<file path="config.mk">
export PLATFORM = sky130hd
export DESIGN_NAME = mi3_div
export DESIGN_NICKNAME = d
export VERILOG_FILES = /design/src/mi3_pkg.sv /design/src/mi3_div.sv
export SDC_FILE = /design/constraint.sdc
export NUM_CORES = 2
export LEC_CHECK = 0
export BUFFER_PORTS_ARGS = -buffer_cell sky130_fd_sc_hd__buf_4
export CORE_AREA = 2 2 513 515
export DETAILED_ROUTE_END_ITERATION = 16
export DIE_AREA = 0 0 515 517
export GPL_TIMING_DRIVEN = 1
export PLACE_DENSITY = 0.76
export SLEW_MARGIN = 10
export SYNTH_ARGS = -nofsm -noshare
export SYNTH_HDL_FRONTEND = slang
export SYNTH_SLANG_ARGS = --single-unit
</file>
<file path="constraint.sdc">
create_clock -name clk_i -period 3.75 [get_ports clk_i]
set_clock_uncertainty 0.15 [all_clocks]
set_input_delay 0.75 -clock clk_i [delete_from_list [all_inputs] [get_ports clk_i]]
set_output_delay 0.75 -clock clk_i [all_outputs]
set_load 0.02 [all_outputs]
</file>
<file path="src/mi3_pkg.sv">
// mi3_pkg: shared constants and index helpers for the 3x3 matrix inverse.
// No dependencies.
`timescale 1ns / 1ps

package mi3_pkg;

  // Fractional bits: input Q.8, output Q.16; numerator shift = 8 + 16.
  localparam int IN_FRAC    = 8;
  localparam int OUT_FRAC   = 16;
  localparam int FRAC_SHIFT = IN_FRAC + OUT_FRAC;

  // Matrix dimension and entry count.
  localparam int DIM  = 3;
  localparam int NENT = DIM * DIM;

  // Cyclic neighbors of a row/column index, used for the 2x2 cofactors.
  function automatic int nx1(input int k);
    return (k == DIM - 1) ? 0 : k + 1;
  endfunction

  function automatic int nx2(input int k);
    return (k == 0) ? DIM - 1 : k - 1;
  endfunction

endpackage

</file>
<file path="src/mi3_div.sv">
// mi3_div: pipelined restoring divider, one quotient bit per stage,
// with round-half-away sign fixup and saturation. Depends on mi3_pkg.
`timescale 1ns / 1ps

module mi3_div #(
  parameter int NW = 44,
  parameter int OW = 32
) (
  input  logic          clk_i,
  input  logic          rst_ni,
  input  logic          valid_i,
  input  logic [NW-1:0] num_i,
  input  logic [NW-1:0] den_i,
  input  logic          neg_i,
  input  logic          sing_i,
  output logic          valid_o,
  output logic [OW-1:0] res_o,
  output logic          sing_o
);
  import mi3_pkg::*;

  localparam int XW = NW + OW;
  localparam logic [OW-1:0] LIM  = {1'b1, {(OW-1){1'b0}}};
  localparam logic [OW-1:0] MAXP = ~LIM;

  logic [OW:0]    v_q;
  logic           vout_q;
  logic [NW-1:0]  rem_q [OW+1];
  logic [NW-1:0]  rem_d [OW+1];
  logic [OW-1:0]  quo_q [OW+1];
  logic [OW-1:0]  quo_d [OW+1];
  logic [NW-1:0]  den_q [OW+1];
  logic [OW:0]    neg_q, ovf_q, sing_q;
  logic           ovf_d;
  logic [OW-1:0]  res_d, res_q, q_fin;
  logic           sout_q;

  // quotient >= 2^OW means saturation regardless of the low bits
  assign ovf_d = {{OW{1'b0}}, num_i} >= {den_i, {OW{1'b0}}};

  assign rem_d[0] = num_i;
  assign quo_d[0] = '0;

  for (genvar s = 0; s < OW; s++) begin : g_stage
    localparam int B = OW - 1 - s;
    logic [XW-1:0] sh, diff;
    logic          ge;
    assign sh   = XW'(den_q[s]) << B;
    assign ge   = XW'(rem_q[s]) >= sh;
    assign diff = XW'(rem_q[s]) - sh;
    assign rem_d[s+1] = ge ? diff[NW-1:0] : rem_q[s];
    assign quo_d[s+1] = ge ? (quo_q[s] | (OW'(1) << B)) : quo_q[s];
  end

  assign q_fin = quo_q[OW];

  always_comb begin
    if (sing_q[OW]) begin
      res_d = '0;
    end else if (neg_q[OW]) begin
      res_d = (ovf_q[OW] || q_fin > LIM) ? LIM : (~q_fin + OW'(1));
    end else begin
      res_d = (ovf_q[OW] || q_fin >= LIM) ? MAXP : q_fin;
    end
  end

  always_ff @(posedge clk_i or negedge rst_ni) begin
    if (!rst_ni) begin
      v_q    <= '0;
      vout_q <= 1'b0;
    end else begin
      v_q    <= {v_q[OW-1:0], valid_i};
      vout_q <= v_q[OW];
    end
  end

  always_ff @(posedge clk_i) begin
    rem_q[0] <= rem_d[0];
    quo_q[0] <= quo_d[0];
    den_q[0] <= den_i;
    for (int s = 0; s < OW; s++) begin
      rem_q[s+1] <= rem_d[s+1];
      quo_q[s+1] <= quo_d[s+1];
      den_q[s+1] <= den_q[s];
    end
    neg_q  <= {neg_q[OW-1:0], neg_i};
    ovf_q  <= {ovf_q[OW-1:0], ovf_d};
    sing_q <= {sing_q[OW-1:0], sing_i};
    res_q  <= res_d;
    sout_q <= sing_q[OW];
  end

  assign valid_o = vout_q;
  assign res_o   = res_q;
  assign sing_o  = sout_q;

endmodule

</file>
==> metrics <==
Internal Power ~66 mW; sequential share of the synthesized area 0.543; Num CTS Buffers ~350; share of power burned in registers 0.461; Design Area, Final 154000 um^2; most common cell in the netlist dfxtp_1; WP data required 4.46 ns; DRC 0; Yosys Warn Count 0; wire per inst 18.5 um; H-tree levels 5; cell mode on critical path o21ai_0; Synth Flop Type dfxtp_1; critical path startpoint category flip-flop; Switching Share 0.250; leakage power approximately 70 nW; Iter 0 DRT Violations 5800; Final min period 3.69 ns; critical path startpoint den_q[0][881]; Post-Route WL between 300 and 400 mm; DIE WIDTH 515 um; synth unique cells 97; DR pass1 iterations 6; Yosys top cell by area dfxtp_1; vias in the first global route between 90000 and 100k; Initial Util 0.497; GR Overflow Total 0; Post-Syn Area 130000 um^2; Post-synth top cells dfxtp_1, inv_1, ha_1, nand2_1, a21oi_1; FILL cells 20900; post-route setup slack 0.0649 ns; critical path endpoint category flip-flop; Max Slew Vio Count 0; Worst-path clk slew 0.07 ns; power per cell area 574 nW/um^2; row count roughly 190; total global-route track usage 0.228; Layout Cells excl Fill 17100; core box area between 200000 and 300000 um^2; setup TNS 0 ns; Final Hold Viols 0; P&R area growth vs syn 18.6%; post-synth top area share 0.536; Final Wtd Congestion 0.964; RSZ-0062 raised after global routing yes; critical path, cell by cell inv_1, ha_1, nor2b_1, o21ai_0, a21oi_1, o31a_1, a211o_1, a31oi_1, o311ai_0, a2111oi_1, o21bai_1, xnor2_1, o21ai_0; Max FO, Critical Path 3; DP Worst Slack -0.236 ns; clock network fraction of total power 0.400; vias per std cell ~5.3; Rel. slew slack 0.220; die area 266000 um^2; fmax 0.271 GHz; Mapped Nets 13400; combinational share of power 0.139; Clock Sinks 3510; antenna viol nets, final 0; first-pass GRT wire length 480 mm; Worst Path Arrival approximately 4.4 ns; crit share post-route 0.983; PortBufs between 100 and 150; R2R depth 13; Layout Nets around 14000; CP peak stage delay 0.53 ns; DP HPWL roughly 240 mm; register bit total from synthesis 3510; Max Cap Violations 0; Chip Height 517 um; largest net degree at the start of global routing 55; status complete, no violations; worst-margin pin slew 1.17 ns; Post-synth ARST share 0.00969; layout cells sized above 1 0.153; io pins 127; most area-consuming cells after synthesis dfxtp_1, ha_1, mux2_2; CTS tree built; Final Setup Violations 0; initial antenna violation count 18; worst skew pair latency 0.98 ns; Root Driver clkbuf_16; VDD IR max between 0.0005 and 0.0006 V; dpl cell area 140000 um^2; HP Class in -> async; Net Sw Power 22.1 mW; syn_area_per_cell 10.5 um^2; reg2reg start den_q[0][881]; placed cells 16300; Post-synth EDFFs 0; Critical-path top delay cell a2111oi_1; worst setup path class reg -> reg; maximum clock insertion buffer count 4; via count 90500; Synth Instances 12300
[area by class of cell]
cell class / instances / area (um^2) / share of cell area
antenna: 92 / 230 / 0.00150
clock buffer: 457 / 9790 / 0.0636
clock inverter: 142 / 1950 / 0.0127
inverter: 1164 / 4370 / 0.0284
multi-input combinational: 7459 / 55200 / 0.358
sequential: 3510 / 70400 / 0.458
tap: 3420 / 4280 / 0.0278
timing repair buffer: 894 / 7720 / 0.0501
[stage by stage]
step	hold WS (ns)	power, mW	util
6_report	0.107	88.4	0.590
2_1_floorplan	0.160	49.3	-
3_5_place_dp	0.162	53.1	0.534
5_1_grt	0.130	91.8	0.590
4_1_cts	0.0826	88.5	0.585
3_3_place_gp	0.159	53.0	0.534
[final timing paths]
kind | to | slack [ns]
hold reg to reg | quo_q[0][476] | 0.16
setup reg to reg | rem_q[0][964] | 0.06
min in group clk_i | quo_q[0][476] | 0.16
setup / recovery | rem_q[0][964] | 0.06
hold / removal | v_q[0] | 0.11
max in group asynchronous | v_q[21] | 2.95
[worst max-delay path: cells and delay by family, from the launching register on]
kind | cells | cell delay, ns
xor+xnor | 1 | 0.15
flops | 1 | 0.36
simple gates | 1 | 0.14
buf+inv | 1 | 0.09
compound gates | 9 | 2.44
fa+ha+maj | 1 | 0.29
[sequential cells by signal, summed over array words and instances, names as in the netlist]
signal   cells
den_q     1408
rem_q     1408
quo_q      528
neg_q       33
ovf_q       33
sing_q      33
v_q         33
res_o       32
sing_o       1
valid_o      1
[logic make-up after synthesis]
group	synth area share
compound gates	0.130
xor+xnor	0.0490
fa+ha+maj	0.0939
buf+inv	0.0404
flops	0.543
mux	0.0429
simple gates	0.101
[per-layer routing]
layer | vias up | wire length, um | GRT usage
met3 | 911 | 11700 | 0.0269
met4 | 0 | 23100 | 0.155
met2 | 2327 | 162000 | 0.424
li1 | 45000 | - | -
met5 | - | 0 | 0
met1 | 42300 | 120000 | 0.239
[cell usage in the layout (no fill, tap or decap), drive strengths merged, types with 146 or more instances in the layout]
| cell | n |
|---|---|
| inv | 1177 |
| ha | 925 |
| a21oi | 729 |
| xor2 | 280 |
| nor3 | 146 |
| a21o | 464 |
| mux2 | 455 |
| nor4 | 258 |
| xnor2 | 446 |
| buf | 792 |
| nor2 | 465 |
| clkbuf | 467 |
| nand4 | 160 |
| nand3 | 177 |
| nand2 | 776 |
| o21ai | 715 |
| dfxtp | 3476 |
[power by group through the flow]
stage / Clock [mW] / Combinational (mW) / Sequential [mW]
2_1_floorplan: 0 / 8.43 / 40.9
3_3_place_gp: 0 / 11.4 / 41.5
3_5_place_dp: 0 / 11.6 / 41.5
4_1_cts: 35.8 / 11.9 / 40.7
5_1_grt: 37.4 / 13.5 / 40.9
6_report: 35.4 / 12.3 / 40.8
[timing repair]
action,4_1_cts,5_1_grt
gates resized for setup,57,187
buffers inserted,13,15
hold buffers,92,0
endpoints found under the setup margin,266,688
pin swaps,16,71
cloned,4,13
hold endpoints to repair,126,0
Power figures use the tool's default switching activity.
